**config.mk**
```make
export PLATFORM = sky130hd
export DESIGN_NAME = line_sensor_position_and_junction_flat
export DESIGN_NICKNAME = d
export VERILOG_FILES = /design/src/hw/rtl/lsp_pkg.sv /design/src/hw/rtl/lsp_if.sv /design/src/hw/rtl/lsp_accum.sv /design/src/hw/rtl/lsp_divider.sv /design/src/hw/rtl/line_sensor_position_and_junction.sv /design/src/flat_wrapper.sv
export SDC_FILE = /design/constraint.sdc
export NUM_CORES = 1
export LEC_CHECK = 0
export ABC_AREA = 1
export BUFFER_PORTS_ARGS = -buffer_cell sky130_fd_sc_hd__buf_2
export CORE_ASPECT_RATIO = 0.9
export CORE_UTILIZATION = 69
export CTS_BUF_LIST = sky130_fd_sc_hd__clkbuf_4
export DETAILED_ROUTE_END_ITERATION = 10
export GPL_TIMING_DRIVEN = 0
export PLACE_DENSITY = 0.9
export SLEW_MARGIN = 10
export SYNTH_ARGS = -nofsm -noshare
export SYNTH_HDL_FRONTEND = slang
export SYNTH_SLANG_ARGS = --single-unit
```
**constraint.sdc**
```tcl
create_clock -name clk -period 16.3 [get_ports clk]
set_clock_uncertainty 0.05 [all_clocks]
set_input_delay 2.445 -clock clk [delete_from_list [all_inputs] [get_ports clk]]
set_output_delay 2.445 -clock clk [all_outputs]
set_load 0.01 [all_outputs]
```
**src/hw/rtl/lsp_pkg.sv**
```systemverilog
`timescale 1ns / 1ps
// Shared constants, types and reset values for the line sensor position block.
// Used by every file of the block; depends on nothing.
package lsp_pkg;

  localparam int WEIGHT_FRAC_BITS = 14;

  localparam int SENSOR_W   = 16;
  localparam int WEIGHT_W   = 16;
  localparam int NUM_WEIGHTS = 6;
  localparam int WIDX_W     = 3;
  localparam int CNT_W      = 4;   // active position sensors, 0..12
  localparam int SUM_W      = WEIGHT_W + CNT_W;
  localparam int MAG_W      = SUM_W - 1;
  localparam int STEP_W     = $clog2(MAG_W + 1);
  localparam int TOTAL_W    = 5;   // active sensors of the whole row, 0..16
  localparam int CENTRE_W   = 3;
  localparam int CFG_IDX_W  = 4;
  localparam int CFG_DATA_W = 16;

  // Sensor positions
  localparam int POS_FIRST  = 2;
  localparam int POS_LAST   = 13;
  localparam int LEFT_LAST  = 7;   // sensors up to here use the weight as is
  localparam int MIRROR_SUM = 13;  // sensor i on the right mirrors weight 13 - i
  localparam int LEFT_ZONE_LAST    = 5;
  localparam int CENTRE_ZONE_FIRST = 6;
  localparam int CENTRE_ZONE_LAST  = 9;
  localparam int RIGHT_ZONE_FIRST  = 10;
  localparam int ROW_LAST          = 15;

  // Junction detection
  localparam int JUNCTION_MIN_TOTAL = 5;
  localparam int ZONE_MIN_ACTIVE    = 2;
  localparam int HIT_CONFIRM        = 2;
  localparam int HIT_SAT            = 3;
  localparam int MISS_CLEAR         = 5;

  // Register indexes
  typedef enum logic [CFG_IDX_W-1:0] {
    CFG_WEIGHT_S2         = 4'd0,
    CFG_WEIGHT_S3         = 4'd1,
    CFG_WEIGHT_S4         = 4'd2,
    CFG_WEIGHT_S5         = 4'd3,
    CFG_WEIGHT_S6         = 4'd4,
    CFG_WEIGHT_S7         = 4'd5,
    CFG_CENTRE_MAX_ACTIVE = 4'd6,
    CFG_CROSSLINE_MIN     = 4'd7
  } cfg_index_t;

  localparam logic [CENTRE_W-1:0] CENTRE_MAX_RESET    = 3'd2;
  localparam logic [TOTAL_W-1:0]  CROSSLINE_MIN_RESET = 5'd12;

  typedef logic signed [WEIGHT_W-1:0] weight_t;
  typedef weight_t weight_arr_t [NUM_WEIGHTS];

  typedef struct packed {
    logic signed [SUM_W-1:0] sum;
    logic [CNT_W-1:0]        active;
  } accum_res_t;

  // Hundredths scaled to the weight format, rounded to nearest, saturated.
  function automatic weight_t scaled_hundredths(longint unsigned h);
    longint unsigned v;
    v = ((h << WEIGHT_FRAC_BITS) + 64'd50) / 64'd100;
    if (v > 64'd32767) begin
      v = 64'd32767;
    end
    return weight_t'(v[WEIGHT_W-1:0]);
  endfunction

  localparam weight_t WEIGHT_RESET [NUM_WEIGHTS] = '{
    scaled_hundredths(35), scaled_hundredths(30), scaled_hundredths(30),
    scaled_hundredths(20), scaled_hundredths(8),  scaled_hundredths(5)
  };

endpackage

```
**src/hw/rtl/lsp_if.sv**
```systemverilog
`timescale 1ns / 1ps
// Handshake channels of the line sensor position block: sample in,
// result out, register writes. Depends on lsp_pkg.
interface lsp_sample_if;
  logic valid;
  logic ready;
  logic [lsp_pkg::SENSOR_W-1:0] sensor_bits;

  modport source (output valid, output sensor_bits, input ready);
  modport sink   (input valid, input sensor_bits, output ready);
endinterface

interface lsp_result_if;
  logic valid;
  logic ready;
  logic signed [lsp_pkg::WEIGHT_W-1:0] line_position;
  logic line_seen;
  logic y_junction;
  logic crossline;

  modport source (output valid, output line_position, output line_seen,
                  output y_junction, output crossline, input ready);
  modport sink   (input valid, input line_position, input line_seen,
                  input y_junction, input crossline, output ready);
endinterface

interface lsp_cfg_if;
  logic valid;
  logic ready;
  logic [lsp_pkg::CFG_IDX_W-1:0]  index;
  logic [lsp_pkg::CFG_DATA_W-1:0] data;

  modport source (output valid, output index, output data, input ready);
  modport sink   (input valid, input index, input data, output ready);
endinterface

```
**src/hw/rtl/lsp_accum.sv**
```systemverilog
`timescale 1ns / 1ps
// Weighted sum of the active position sensors, one sensor per cycle through
// a single adder. Depends on lsp_pkg.
module lsp_accum (
  input  logic                          clk,
  input  logic                          rst,
  input  logic                          start,
  input  logic [lsp_pkg::SENSOR_W-1:0]  bits,
  input  lsp_pkg::weight_arr_t          weights,
  output logic                          done,
  output lsp_pkg::accum_res_t           res
);

  localparam int CNT_W_L = lsp_pkg::CNT_W;

  typedef enum logic {ST_IDLE, ST_RUN} state_t;

  state_t state;
  logic [CNT_W_L-1:0] idx;

  logic [lsp_pkg::SENSOR_W-1:0] bits_q;
  logic                         right_side;
  logic [CNT_W_L-1:0]           widx_full;
  logic signed [lsp_pkg::SUM_W-1:0] ext;
  logic signed [lsp_pkg::SUM_W-1:0] addend;
  logic signed [lsp_pkg::SUM_W-1:0] sum_next;

  always_comb begin
    right_side = (idx > CNT_W_L'(lsp_pkg::LEFT_LAST));
    widx_full  = right_side ? (CNT_W_L'(lsp_pkg::MIRROR_SUM) - idx)
                            : (idx - CNT_W_L'(lsp_pkg::POS_FIRST));
    ext        = lsp_pkg::SUM_W'(weights[widx_full[lsp_pkg::WIDX_W-1:0]]);
    addend     = right_side ? -ext : ext;
    sum_next   = res.sum + addend;
  end

  always_ff @(posedge clk) begin
    if (rst) begin
      state <= ST_IDLE;
      done  <= 1'b0;
    end else begin
      done <= 1'b0;
      case (state)
        ST_IDLE: begin
          if (start) begin
            bits_q     <= bits;
            idx        <= CNT_W_L'(lsp_pkg::POS_FIRST);
            res.sum    <= '0;
            res.active <= '0;
            state      <= ST_RUN;
          end
        end
        ST_RUN: begin
          if (bits_q[idx]) begin
            res.sum    <= sum_next;
            res.active <= res.active + 1'b1;
          end
          idx <= idx + 1'b1;
          if (idx == CNT_W_L'(lsp_pkg::POS_LAST)) begin
            done  <= 1'b1;
            state <= ST_IDLE;
          end
        end
        default: state <= ST_IDLE;
      endcase
    end
  end

endmodule

```
**src/hw/rtl/lsp_divider.sv**
```systemverilog
`timescale 1ns / 1ps
// Serial restoring divider: signed sum by active count, truncated toward
// zero, one quotient bit per cycle. Depends on lsp_pkg.
module lsp_divider (
  input  logic                               clk,
  input  logic                               rst,
  input  logic                               start,
  input  logic signed [lsp_pkg::SUM_W-1:0]   dividend,
  input  logic [lsp_pkg::CNT_W-1:0]          divisor,
  output logic                               done,
  output logic signed [lsp_pkg::WEIGHT_W-1:0] quotient
);

  localparam int MAG_W  = lsp_pkg::MAG_W;
  localparam int CNT_W  = lsp_pkg::CNT_W;
  localparam int STEP_W = lsp_pkg::STEP_W;

  typedef enum logic {ST_IDLE, ST_RUN} state_t;

  state_t state;
  logic [MAG_W-1:0]  q;
  logic [CNT_W-1:0]  rem;
  logic [CNT_W-1:0]  div;
  logic              neg;
  logic [STEP_W-1:0] step;

  logic [lsp_pkg::SUM_W-1:0] mag_full;
  logic [CNT_W:0]            shifted;
  logic                      ge;
  logic [CNT_W:0]            diff;
  logic [MAG_W-1:0]          q_next;
  logic [MAG_W-1:0]          q_signed;

  always_comb begin
    mag_full = dividend[lsp_pkg::SUM_W-1] ? (-dividend) : dividend;
    shifted  = {rem, q[MAG_W-1]};
    ge       = (shifted >= {1'b0, div});
    diff     = shifted - {1'b0, div};
    q_next   = {q[MAG_W-2:0], ge};
    q_signed = neg ? (-q_next) : q_next;
  end

  always_ff @(posedge clk) begin
    if (rst) begin
      state <= ST_IDLE;
      done  <= 1'b0;
    end else begin
      done <= 1'b0;
      case (state)
        ST_IDLE: begin
          if (start) begin
            q     <= mag_full[MAG_W-1:0];
            rem   <= '0;
            div   <= divisor;
            neg   <= dividend[lsp_pkg::SUM_W-1];
            step  <= '0;
            state <= ST_RUN;
          end
        end
        ST_RUN: begin
          q    <= q_next;
          rem  <= ge ? diff[CNT_W-1:0] : shifted[CNT_W-1:0];
          step <= step + 1'b1;
          if (step == STEP_W'(MAG_W - 1)) begin
            // the mean, cut to the weight width
            quotient <= q_signed[lsp_pkg::WEIGHT_W-1:0];
            done     <= 1'b1;
            state    <= ST_IDLE;
          end
        end
        default: state <= ST_IDLE;
      endcase
    end
  end

endmodule

```
**src/hw/rtl/line_sensor_position_and_junction.sv**
```systemverilog
`timescale 1ns / 1ps
// Line sensor position and junction detector. One 16-bit sample is taken
// when the block is idle; the weighted sum of sensors 2 to 13 is built one
// sensor per cycle, then divided by the active count in a serial divider at
// one quotient bit per cycle; a sample with no active position sensor skips
// the divider and keeps the last position. The result sits in an output
// register, so the next sample is accepted the cycle after the result is
// loaded, while it waits to be taken. Register writes are always taken and
// belong in idle time. Depends on lsp_pkg, lsp_if, lsp_accum and lsp_divider.
module line_sensor_position_and_junction (
  input  logic                 clk,
  input  logic                 rst,
  lsp_sample_if.sink           sample,
  lsp_result_if.source         result,
  lsp_cfg_if.sink              cfg
);

  typedef enum logic [1:0] {ST_IDLE, ST_ACCUM, ST_DIVIDE, ST_FINISH} state_t;

  localparam int TOTAL_W  = lsp_pkg::TOTAL_W;
  localparam int CENTRE_W = lsp_pkg::CENTRE_W;

  state_t state;

  lsp_pkg::weight_arr_t         weights;
  logic [CENTRE_W-1:0]          centre_max;
  logic [TOTAL_W-1:0]           crossline_min;

  logic [lsp_pkg::SENSOR_W-1:0] bits_q;
  logic signed [lsp_pkg::WEIGHT_W-1:0] held_position;
  logic                         seen;
  logic [1:0]                   hit_run;
  logic [2:0]                   miss_run;
  logic                         junction_stable;

  logic                         sample_take;
  logic                         accum_done;
  lsp_pkg::accum_res_t          accum_res;
  logic                         div_start;
  logic                         div_done;
  logic signed [lsp_pkg::WEIGHT_W-1:0] div_quot;

  logic [TOTAL_W-1:0] total, left, centre, right;
  logic               raw_hit;
  logic [1:0]         hit_run_next;
  logic [2:0]         miss_run_next;
  logic               junction_next;
  logic               out_free;

  function automatic logic [TOTAL_W-1:0] count_bits(
    logic [lsp_pkg::SENSOR_W-1:0] v, int lo, int hi);
    logic [TOTAL_W-1:0] n;
    n = '0;
    for (int i = 0; i < lsp_pkg::SENSOR_W; i++) begin
      if (i >= lo && i <= hi && v[i]) begin
        n = n + 1'b1;
      end
    end
    return n;
  endfunction

  assign sample.ready = (state == ST_IDLE);
  assign sample_take  = sample.valid && sample.ready;
  assign cfg.ready    = 1'b1;
  assign div_start    = (state == ST_ACCUM) && accum_done && (accum_res.active != '0);
  assign out_free     = !result.valid || result.ready;

  lsp_accum u_accum (
    .clk     (clk),
    .rst     (rst),
    .start   (sample_take),
    .bits    (sample.sensor_bits),
    .weights (weights),
    .done    (accum_done),
    .res     (accum_res)
  );

  lsp_divider u_divider (
    .clk      (clk),
    .rst      (rst),
    .start    (div_start),
    .dividend (accum_res.sum),
    .divisor  (accum_res.active),
    .done     (div_done),
    .quotient (div_quot)
  );

  always_comb begin
    total  = count_bits(bits_q, 0, lsp_pkg::ROW_LAST);
    left   = count_bits(bits_q, 0, lsp_pkg::LEFT_ZONE_LAST);
    centre = count_bits(bits_q, lsp_pkg::CENTRE_ZONE_FIRST, lsp_pkg::CENTRE_ZONE_LAST);
    right  = count_bits(bits_q, lsp_pkg::RIGHT_ZONE_FIRST, lsp_pkg::ROW_LAST);
    raw_hit = (total >= TOTAL_W'(lsp_pkg::JUNCTION_MIN_TOTAL)) &&
              (left >= TOTAL_W'(lsp_pkg::ZONE_MIN_ACTIVE)) &&
              (right >= TOTAL_W'(lsp_pkg::ZONE_MIN_ACTIVE)) &&
              (centre <= TOTAL_W'(centre_max));
    junction_next = junction_stable;
    if (raw_hit) begin
      hit_run_next  = (hit_run < 2'(lsp_pkg::HIT_SAT)) ? hit_run + 1'b1 : hit_run;
      miss_run_next = '0;
      if (hit_run_next >= 2'(lsp_pkg::HIT_CONFIRM)) begin
        junction_next = 1'b1;
      end
    end else begin
      hit_run_next  = '0;
      miss_run_next = (miss_run < 3'(lsp_pkg::MISS_CLEAR)) ? miss_run + 1'b1 : miss_run;
      if (miss_run_next >= 3'(lsp_pkg::MISS_CLEAR)) begin
        junction_next = 1'b0;
      end
    end
  end

  always_ff @(posedge clk) begin
    if (rst) begin
      state           <= ST_IDLE;
      weights         <= lsp_pkg::WEIGHT_RESET;
      centre_max      <= lsp_pkg::CENTRE_MAX_RESET;
      crossline_min   <= lsp_pkg::CROSSLINE_MIN_RESET;
      held_position   <= '0;
      hit_run         <= '0;
      miss_run        <= '0;
      junction_stable <= 1'b0;
      result.valid    <= 1'b0;
    end else begin
      if (cfg.valid && cfg.ready) begin
        case (cfg.index)
          lsp_pkg::CFG_WEIGHT_S2, lsp_pkg::CFG_WEIGHT_S3, lsp_pkg::CFG_WEIGHT_S4,
          lsp_pkg::CFG_WEIGHT_S5, lsp_pkg::CFG_WEIGHT_S6, lsp_pkg::CFG_WEIGHT_S7:
            weights[cfg.index[lsp_pkg::WIDX_W-1:0]] <= lsp_pkg::weight_t'(cfg.data);
          lsp_pkg::CFG_CENTRE_MAX_ACTIVE: centre_max    <= cfg.data[CENTRE_W-1:0];
          lsp_pkg::CFG_CROSSLINE_MIN:     crossline_min <= cfg.data[TOTAL_W-1:0];
          default: ;  // drop writes beyond the register list
        endcase
      end

      // a new result loaded in the finish state replaces the one taken
      if (result.valid && result.ready && state != ST_FINISH) begin
        result.valid <= 1'b0;
      end

      case (state)
        ST_IDLE: begin
          if (sample_take) begin
            bits_q <= sample.sensor_bits;
            state  <= ST_ACCUM;
          end
        end
        ST_ACCUM: begin
          if (accum_done) begin
            seen  <= (accum_res.active != '0);
            // no active position sensor: hold the last position
            state <= (accum_res.active != '0) ? ST_DIVIDE : ST_FINISH;
          end
        end
        ST_DIVIDE: begin
          if (div_done) begin
            held_position <= div_quot;
            state         <= ST_FINISH;
          end
        end
        ST_FINISH: begin
          if (out_free) begin
            hit_run              <= hit_run_next;
            miss_run             <= miss_run_next;
            junction_stable      <= junction_next;
            result.valid         <= 1'b1;
            result.line_position <= held_position;
            result.line_seen     <= seen;
            result.y_junction    <= junction_next;
            result.crossline     <= (total >= crossline_min);
            state                <= ST_IDLE;
          end
        end
        default: state <= ST_IDLE;
      endcase
    end
  end

endmodule

```
**src/flat_wrapper.sv**
```systemverilog
// flat-port wrapper written by rule: the top's interface ports become plain ports
module line_sensor_position_and_junction_flat 
  (clk, rst, sample_valid, sample_sensor_bits, sample_ready, result_valid, result_line_position, result_line_seen, result_y_junction, result_crossline, result_ready, cfg_valid, cfg_index, cfg_data, cfg_ready);
  lsp_sample_if sample_i ();
  lsp_result_if result_i ();
  lsp_cfg_if cfg_i ();
  input  logic clk;
  input  logic rst;
  input wire logic [$bits(sample_i.valid)-1:0] sample_valid;
  input wire logic [$bits(sample_i.sensor_bits)-1:0] sample_sensor_bits;
  output wire logic [$bits(sample_i.ready)-1:0] sample_ready;
  output wire logic [$bits(result_i.valid)-1:0] result_valid;
  output wire logic [$bits(result_i.line_position)-1:0] result_line_position;
  output wire logic [$bits(result_i.line_seen)-1:0] result_line_seen;
  output wire logic [$bits(result_i.y_junction)-1:0] result_y_junction;
  output wire logic [$bits(result_i.crossline)-1:0] result_crossline;
  input wire logic [$bits(result_i.ready)-1:0] result_ready;
  input wire logic [$bits(cfg_i.valid)-1:0] cfg_valid;
  input wire logic [$bits(cfg_i.index)-1:0] cfg_index;
  input wire logic [$bits(cfg_i.data)-1:0] cfg_data;
  output wire logic [$bits(cfg_i.ready)-1:0] cfg_ready;
  assign sample_i.valid = sample_valid;
  assign sample_i.sensor_bits = sample_sensor_bits;
  assign sample_ready = sample_i.ready;
  assign result_valid = result_i.valid;
  assign result_line_position = result_i.line_position;
  assign result_line_seen = result_i.line_seen;
  assign result_y_junction = result_i.y_junction;
  assign result_crossline = result_i.crossline;
  assign result_i.ready = result_ready;
  assign cfg_i.valid = cfg_valid;
  assign cfg_i.index = cfg_index;
  assign cfg_i.data = cfg_data;
  assign cfg_ready = cfg_i.ready;
  line_sensor_position_and_junction u_core (.clk(clk), .rst(rst), .sample(sample_i), .result(result_i), .cfg(cfg_i));
endmodule
```
==> results.json, run 1 <==
{
  "status": "finished clean",
  "fin_crit_sh_pct": 51.52,
  "rsz0062_at_grt": "no",
  "placed_cell_area_um2": 15660,
  "clk_path_buf_depth": 3,
  "die_x_um": 157.3,
  "final_common_cell": "nand2_1",
  "rr_startpoint": "u_core.bits_q[0]",
  "synth_seq_cells": 262,
  "synthToLayoutAreaGrowth_pct": 10.38,
  "synth-main-ff-cell": "dfxtp_1",
  "async_flop_share_pct": 0,
  "initial_utilization_pct": 71.23,
  "path_delay_family": "simple AND/OR/NAND/NOR gates",
  "switching_share_pct": 43.19,
  "startpoint_type": "flip-flop",
  "slew_headroom_pct": 20.44,
  "dieArea_um2": 22290,
  "synth_nets": 2055,
  "critPathCapture": "u_core.result.crossline",
  "vias": 14070,
  "yosysWarnings": 0,
  "power_leakage_nw": 7.715,
  "ctsResizeCount": 0,
  "finalSetupTns_ns": 0,
  "synth_cell_type_count": 51,
  "antenna_found_initial": 1,
  "seq_area_frac_synth_pct": 43.65,
  "coreArea_um2": 21020,
  "crit_path_end_kind": "flip-flop",
  "clock-root-buffer": "clkbuf_4",
  "finalHoldViolCount": 0,
  "cts.hold.buffers_added": 0,
  "maxClockFrequency_mhz": 119.1,
  "fillers": 1467,
  "rows": 50,
  "crit_type": "reg2reg",
  "grt_pass1_vias": 13580,
  "required_ns": 16.68,
  "first_pass_iters": 7,
  "syn_area_um2": 14970,
  "grt_overflow": 0,
  "setup_viol_count_final": 0,
  "die_y_um": 141.8,
  "r2r_cells": 49,
  "peakVddDrop_mv": 0.1059,
  "synth_area_per_cell_um2": 7.714,
  "p_per_area_nw_per_um2": 161.2,
  "cp-startpoint": "u_core.bits_q[0]",
  "r2r_slack_ns": 7.90,
  "drive_gt1_share_pct": 11.25,
  "critPathMaxStageDelay_ns": 0.40,
  "postCtsSetupRepairBufs": 0,
  "max_slew.worst_pin.slew_ns": 1.191,
  "cts_sinks": 262,
  "cts_inserted_buffers": 67,
  "first_iter_violations": 1496,
  "cp.depth": 49,
  "wirelength_um": 38380,
  "clkTransAtPathRegs_ns": 0.07,
  "crit_arrival_ns": 8.78,
  "cp_slowest_cell": "edfxtp_1",
  "antenna_left": 0,
  "p_sw_mw": 1.150,
  "most-common-layout-cells": "nand2_1 (383), nor2_1 (289), inv_1 (202)",
  "hold_class": "reg2reg",
  "maxSlewViolCount": 0,
  "comb_power_share_pct": 47.5,
  "viasPerCell": 5.859,
  "fin_area_um2": 16530,
  "seqPwrFrac_pct": 31.0,
  "grt_max_degree": 29,
  "cts_tree": "done",
  "maxCapViolations": 0,
  "synthCells": 1941,
  "gp_congestion": 0.9414,
  "grt_use_total_pct": 35.22,
  "ios": 63,
  "fin_crit_ns": 8.398,
  "worst-path-max-fanout": 4,
  "p_int_mw": 1.513,
  "crit_top_cell": "nand2_1",
  "htreeDepth": 3,
  "timing.rr.end": "u_core.result.crossline",
  "wl_per_cell_um": 15.98,
  "clkPwrFrac_pct": 21.5,
  "place_hpwl_um": 27890,
  "drc": 0,
  "io_buffers": 57,
  "crit_buf_inv": 3,
  "grt_pass1_wl_um": 62270,
  "synth_enable_flop_cells": 129,
  "nNetsFinal": 2183,
  "worstSkewPairLatency_ns": 0.71
}
## state kept, by name, summed over array words and instances (netlist names), 16 cells and up
signal / flops
u_core.u_accum.res: 24
u_core.bits_q: 16
u_core.u_divider.quotient: 16
u_core.u_accum.bits_q: 16
u_core.u_divider.q: 19
u_core.weights: 96
u_core.result.line_position: 16
u_core.held_position: 16
## per-stage QoR
stage | instances | hold slack (ns) | total power [mW] | util, % | setup WS (ns)
after floorplan | 1941 | 0.3503 | 1.784 | - | 8.767
after global placement | 2284 | 0.3664 | 1.993 | 74.29 | 8.257
after detailed placement | 2286 | 0.3669 | 2.069 | 74.51 | 7.969
after CTS | 2401 | 0.3826 | 2.641 | 78.60 | 7.965
after global routing | 2402 | 0.3833 | 2.874 | 78.63 | 7.350
final | 2402 | 0.3829 | 2.664 | 78.63 | 7.902
## layer usage
metal  GRT usage [%]  vias to the layer above  part of all wire [%]
li1                -                     6734                     -
met2           59.64                      739                    47
met1           43.61                     6460                    39
met3           6.231                      141                   9.7
met5               0                        -                     0
met4           16.76                        0                   3.8
## logic make-up after synthesis
logic type / synth area share (%)
simple gates: 27.48
compound gates: 12.69
buf+inv: 6.961
flops: 43.65
fa+ha+maj: 6.200
xor+xnor: 2.983
other cells: 0.02504
## layout make-up
cell class | count | area [µm²] | area share (%)
Clock buffer | 96 | 720.7 | 4.361
Antenna cell | 1 | 2.502 | 0.01514
Sequential cell | 262 | 6536 | 39.55
Clock inverter | 19 | 140.1 | 0.8479
Inverter | 212 | 795.8 | 4.815
Timing Repair Buffer | 59 | 307.8 | 1.862
Buffer | 64 | 246.5 | 1.491
Tap cell | 286 | 357.8 | 2.165
Multi-Input combinational cell | 1403 | 7420 | 44.89
## how the worst min path moves through the flow
stage,endpoint,cells after the start,from
finish,u_core.result.line_position[11],0,u_core.held_position[11]
global route,u_core.result.line_position[11],0,u_core.held_position[11]
CTS,u_core.result.line_position[11],0,u_core.held_position[11]
detailed placement,u_core.result.line_position[11],0,u_core.held_position[11]
global placement,u_core.result.line_position[13],0,u_core.held_position[13]
floorplan,u_core.result.line_seen,0,u_core.seen
## synth_stat cells, types with 11 or more instances
cell	number	area, µm²
a21oi_1	93	465.5
clkbuf_1	61	229.0
dfxtp_1	133	2663
edfxtp_1	129	3874
ha_1	71	888.4
inv_1	202	758.2
nand2_1	383	1438
nand2_2	11	68.82
nand2_4	16	180.2
nand3_1	145	725.7
nand3b_1	11	82.58
nor2_1	292	1096
nor3_1	21	105.1
o21a_1	13	97.59
o21ai_0	201	1006
or2_2	16	100.1
xor2_1	43	376.6
## worst register-to-register path, delay by kind of cell (launching register included)
family / cells / cell delay [ns]
compound gates: 5 / 0.55
flops: 1 / 0.40
simple gates: 31 / 4.02
fa+ha+maj: 10 / 2.89
buf+inv: 3 / 0.22
## power by group through the flow
stage                     registers [mW]  clock network, mW  logic, mW
after floorplan                    0.822                  0      0.962
after global placement             0.836                  0       1.16
after detailed placement           0.838                  0       1.23
after CTS                          0.824              0.575       1.24
after global routing               0.831              0.609       1.43
final                              0.826              0.573       1.27
No activity file was read; power rests on OpenSTA's default activity.
==> run 2, diff against run 1 <==
--- a/config.mk
+++ b/config.mk
@@ -5,14 +5,14 @@
 export SDC_FILE = /design/constraint.sdc
 export NUM_CORES = 1
 export LEC_CHECK = 0
-export ABC_AREA = 1
+export ABC_AREA = 0
 export BUFFER_PORTS_ARGS = -buffer_cell sky130_fd_sc_hd__buf_2
 export CORE_ASPECT_RATIO = 0.9
-export CORE_UTILIZATION = 69
+export CORE_UTILIZATION = 58
 export CTS_BUF_LIST = sky130_fd_sc_hd__clkbuf_4
 export DETAILED_ROUTE_END_ITERATION = 10
 export GPL_TIMING_DRIVEN = 0
-export PLACE_DENSITY = 0.9
+export PLACE_DENSITY = 0.81
 export SLEW_MARGIN = 10
 export SYNTH_ARGS = -nofsm -noshare
 export SYNTH_HDL_FRONTEND = slang
==> constraint.sdc (replaced) <==
create_clock -name clk -period 7.35 [get_ports clk]
set_clock_uncertainty 0.05 [all_clocks]
set_input_delay 1.1025 -clock clk [delete_from_list [all_inputs] [get_ports clk]]
set_output_delay 1.1025 -clock clk [all_outputs]
set_load 0.01 [all_outputs]
==> run 2 against run 1 <==
Worst hold slack got worse by 0.020 ns. Final cell count fell by 9.7%. Sequential share of layout area fell by 2.1 points. The run now ends with negative setup slack left.
==> results.json, run 2 <==
{
  "maxSlewViolCount": 0,
  "crit_arrival_ns": 9.22,
  "reg_top3": "u_core.weights x96, u_core.u_accum.res x24, u_core.u_divider.q x19",
  "grt_pass1_vias": 12320,
  "p_per_area_nw_per_um2": 488.7,
  "seqPwrFrac_pct": 21.8,
  "p_int_mw": 4.984,
  "wl_per_cell_um": 17.87,
  "hold_start": "u_core.u_accum.res[23]",
  "finalHoldViolCount": 0,
  "synthTopCellsByArea": "edfxtp_1 (26%), dfxtp_1 (18%), nand2_1 (8.1%)",
  "async_flop_share_pct": 0,
  "r2r_slack_ns": -1.32,
  "setup_viol_count_final": 8,
  "cts_inserted_buffers": 68,
  "top_register": "u_core.weights",
  "yosysMostFrequentCell": "nand2_1",
  "initial_utilization_pct": 59.10,
  "fin_crit_ns": 8.667,
  "seq_area_frac_synth_pct": 44.03,
  "dpl_worst_slack_ns": -1.631,
  "clkTransAtPathRegs_ns": 0.07,
  "rr_startpoint": "u_core.bits_q[0]",
  "first_pass_iters": 7,
  "worstSkewPairLatency_ns": 0.70,
  "grt_use_total_pct": 29.43,
  "coreArea_um2": 25120,
  "maxCapViolations": 0,
  "crit_top_cell": "ha_4",
  "synth_cell_type_count": 81,
  "met2_length_um": 18330,
  "drc": 0,
  "slew_headroom_pct": 26.84,
  "setup_slack_ns": -1.317,
  "wirelength_um": 38780,
  "gp_congestion": 0.9097,
  "viasPerCell": 5.905,
  "die_x_um": 170.6,
  "final_common_cell": "nand2_1",
  "crit_path_end_kind": "flip-flop",
  "antenna_left": 0,
  "dieArea_um2": 26240,
  "vias": 12810,
  "critPathCapture": "u_core.junction_stable",
  "placed_cells": 1987,
  "largest_reg_flops": 96,
  "grt_overflow": 0,
  "crit_type": "reg2reg",
  "ios": 63,
  "die_y_um": 153.8,
  "htreeDepth": 3,
  "cts_tree": "done",
  "cts_sinks": 262,
  "switching_share_pct": 41.62,
  "status": "complete, but fails checks",
  "io_buffers": 57,
  "yosys.area.top_type": "edfxtp_1",
  "rows": 55,
  "grt_pass1_wl_um": 61370,
  "cp-startpoint": "u_core.bits_q[0]",
  "synthTopCellsByCount": "nand2_1 (321), dfxtp_1 (133), edfxtp_1 (129)",
  "antenna_found_initial": 1,
  "synthToLayoutAreaGrowth_pct": 17.66,
  "violations": "negative setup slack",
  "rsz0062_at_grt": "yes",
  "yosysWarnings": 0,
  "top_layer": "met4",
  "synth-main-ff-cell": "dfxtp_1",
  "nNetsFinal": 1893,
  "fillers": 1817,
  "layout.cells.non_filler": 2170,
  "most-common-layout-cells": "nand2_1 (317), dfxtp_1 (133), edfxtp_1 (129)",
  "cp_slowest_cell": "edfxtp_1",
  "worst-path-max-fanout": 4,
  "timing.rr.end": "u_core.junction_stable",
  "place_hpwl_um": 25700,
  "synth_nets": 1699,
  "fin_crit_sh_pct": 117.9,
  "met3_length_um": 3317,
  "p_sw_mw": 3.552,
  "synth_top_area_share_pct": 26.10,
  "synth_area_per_cell_um2": 9.365,
  "hold_class": "reg2reg",
  "grt_max_degree": 25,
  "clk_path_buf_depth": 3,
  "comb_power_share_pct": 62.2,
  "r2r_cells": 42,
  "maxClockFrequency_mhz": 115.4,
  "synth_seq_cells": 262,
  "power_leakage_nw": 6.777,
  "first_iter_violations": 1032,
  "peakVddDrop_mv": 0.4167,
  "startpoint_type": "flip-flop",
  "wl_met1_um": 15730,
  "required_ns": 7.90,
  "drive_gt1_share_pct": 19.92,
  "critPathMaxStageDelay_ns": 0.43,
  "syn_area_um2": 14840,
  "max_slew.worst_pin.slew_ns": 1.097,
  "cts.hold.buffers_added": 0,
  "clock-root-buffer": "clkbuf_4",
  "clkPwrFrac_pct": 16.0,
  "synthCells": 1585,
  "synth_enable_flop_cells": 129
}
==> run 2: area by class of cell <==
class / count / area, µm² / area share (%)
multi-input cells: 1180 / 8185 / 46.87
flip-flops and latches: 262 / 6536 / 37.42
repair buffers: 125 / 823.3 / 4.714
clock buffers: 104 / 780.7 / 4.470
well taps: 342 / 427.9 / 2.450
plain buffers: 76 / 320.3 / 1.834
inverters: 66 / 250.2 / 1.433
clock inverters: 14 / 138.9 / 0.7952
diodes: 1 / 2.502 / 0.01433
==> run 2: power by group through the flow <==
stage	clock network [mW]	registers [mW]	logic, mW
floorplan	0	1.85	3.50
global placement	0	1.88	4.12
detailed placement	0	1.89	4.28
CTS	1.38	1.86	4.80
global route	1.45	1.88	5.78
finish	1.37	1.86	5.31
==> run 2: layer usage <==
| metal | up-vias | GRT usage (%) |
|---|---|---|
| met2 | 630 | 48.09 |
| met1 | 6073 | 37.54 |
| met5 | - | 0 |
| met4 | 0 | 12.57 |
| li1 | 5986 | - |
| met3 | 125 | 6.435 |
==> run 2: how the worst min path moves through the flow <==
| stage | end | cells after the start | slack [ns] |
|---|---|---|---|
| finish | u_core.u_divider.neg | 0 | 0.36 |
| global route | u_core.result.line_seen | 0 | 0.39 |
| CTS | u_core.result.line_seen | 0 | 0.37 |
| floorplan | u_core.result.line_seen | 0 | 0.35 |
| global placement | u_core.result.line_seen | 0 | 0.36 |
| detailed placement | u_core.result.line_seen | 0 | 0.36 |
==> run 2: what timing repair did <==
item	4_1_cts	5_1_grt
resized for setup	29	29
setup endpoints to repair	12	12
pin swaps	19	9
setup buffers	53	12
==> run 2: stage by stage <==
step           total power, mW  hold slack [ns]  setup TNS [ns]  area [µm²]  utilization [%]
2_1_floorplan            5.352           0.3503          -4.648       15000                -
3_3_place_gp             5.996           0.3570          -10.92       15710            62.56
3_5_place_dp             6.164           0.3566          -12.51       15790            62.84
4_1_cts                  8.032           0.3725          -7.316       17250            68.67
5_1_grt                  9.104           0.3900          -11.85       17470            69.53
6_report                 8.536           0.3633          -9.467       17470            69.53
==> run 2: worst max-delay path, delay by kind of cell (launching register included) <==
family,cells,cell delay [ns]
XOR/XNOR,2,0.22
buffers and inverters,3,0.35
AO/OA/AOI/OAI,14,2.58
flip-flops,1,0.43
AND/OR/NAND/NOR,11,1.71
multiplexers,4,1.07
adder cells (fa/ha/maj),8,2.19
==> run 2: cell families after synthesis <==
| group | Yosys count | synth area share [%] |
|---|---|---|
| muxes | 56 | 5.605 |
| other | 1 | 0.02526 |
| and+or+nand+nor | 605 | 17.82 |
| xor gates and xnor gates | 139 | 9.541 |
| adders and majority gates | 74 | 6.330 |
| buffers and inverters | 143 | 3.734 |
| DFF | 262 | 44.03 |
| AOI/OAI and AO/OA | 305 | 12.91 |
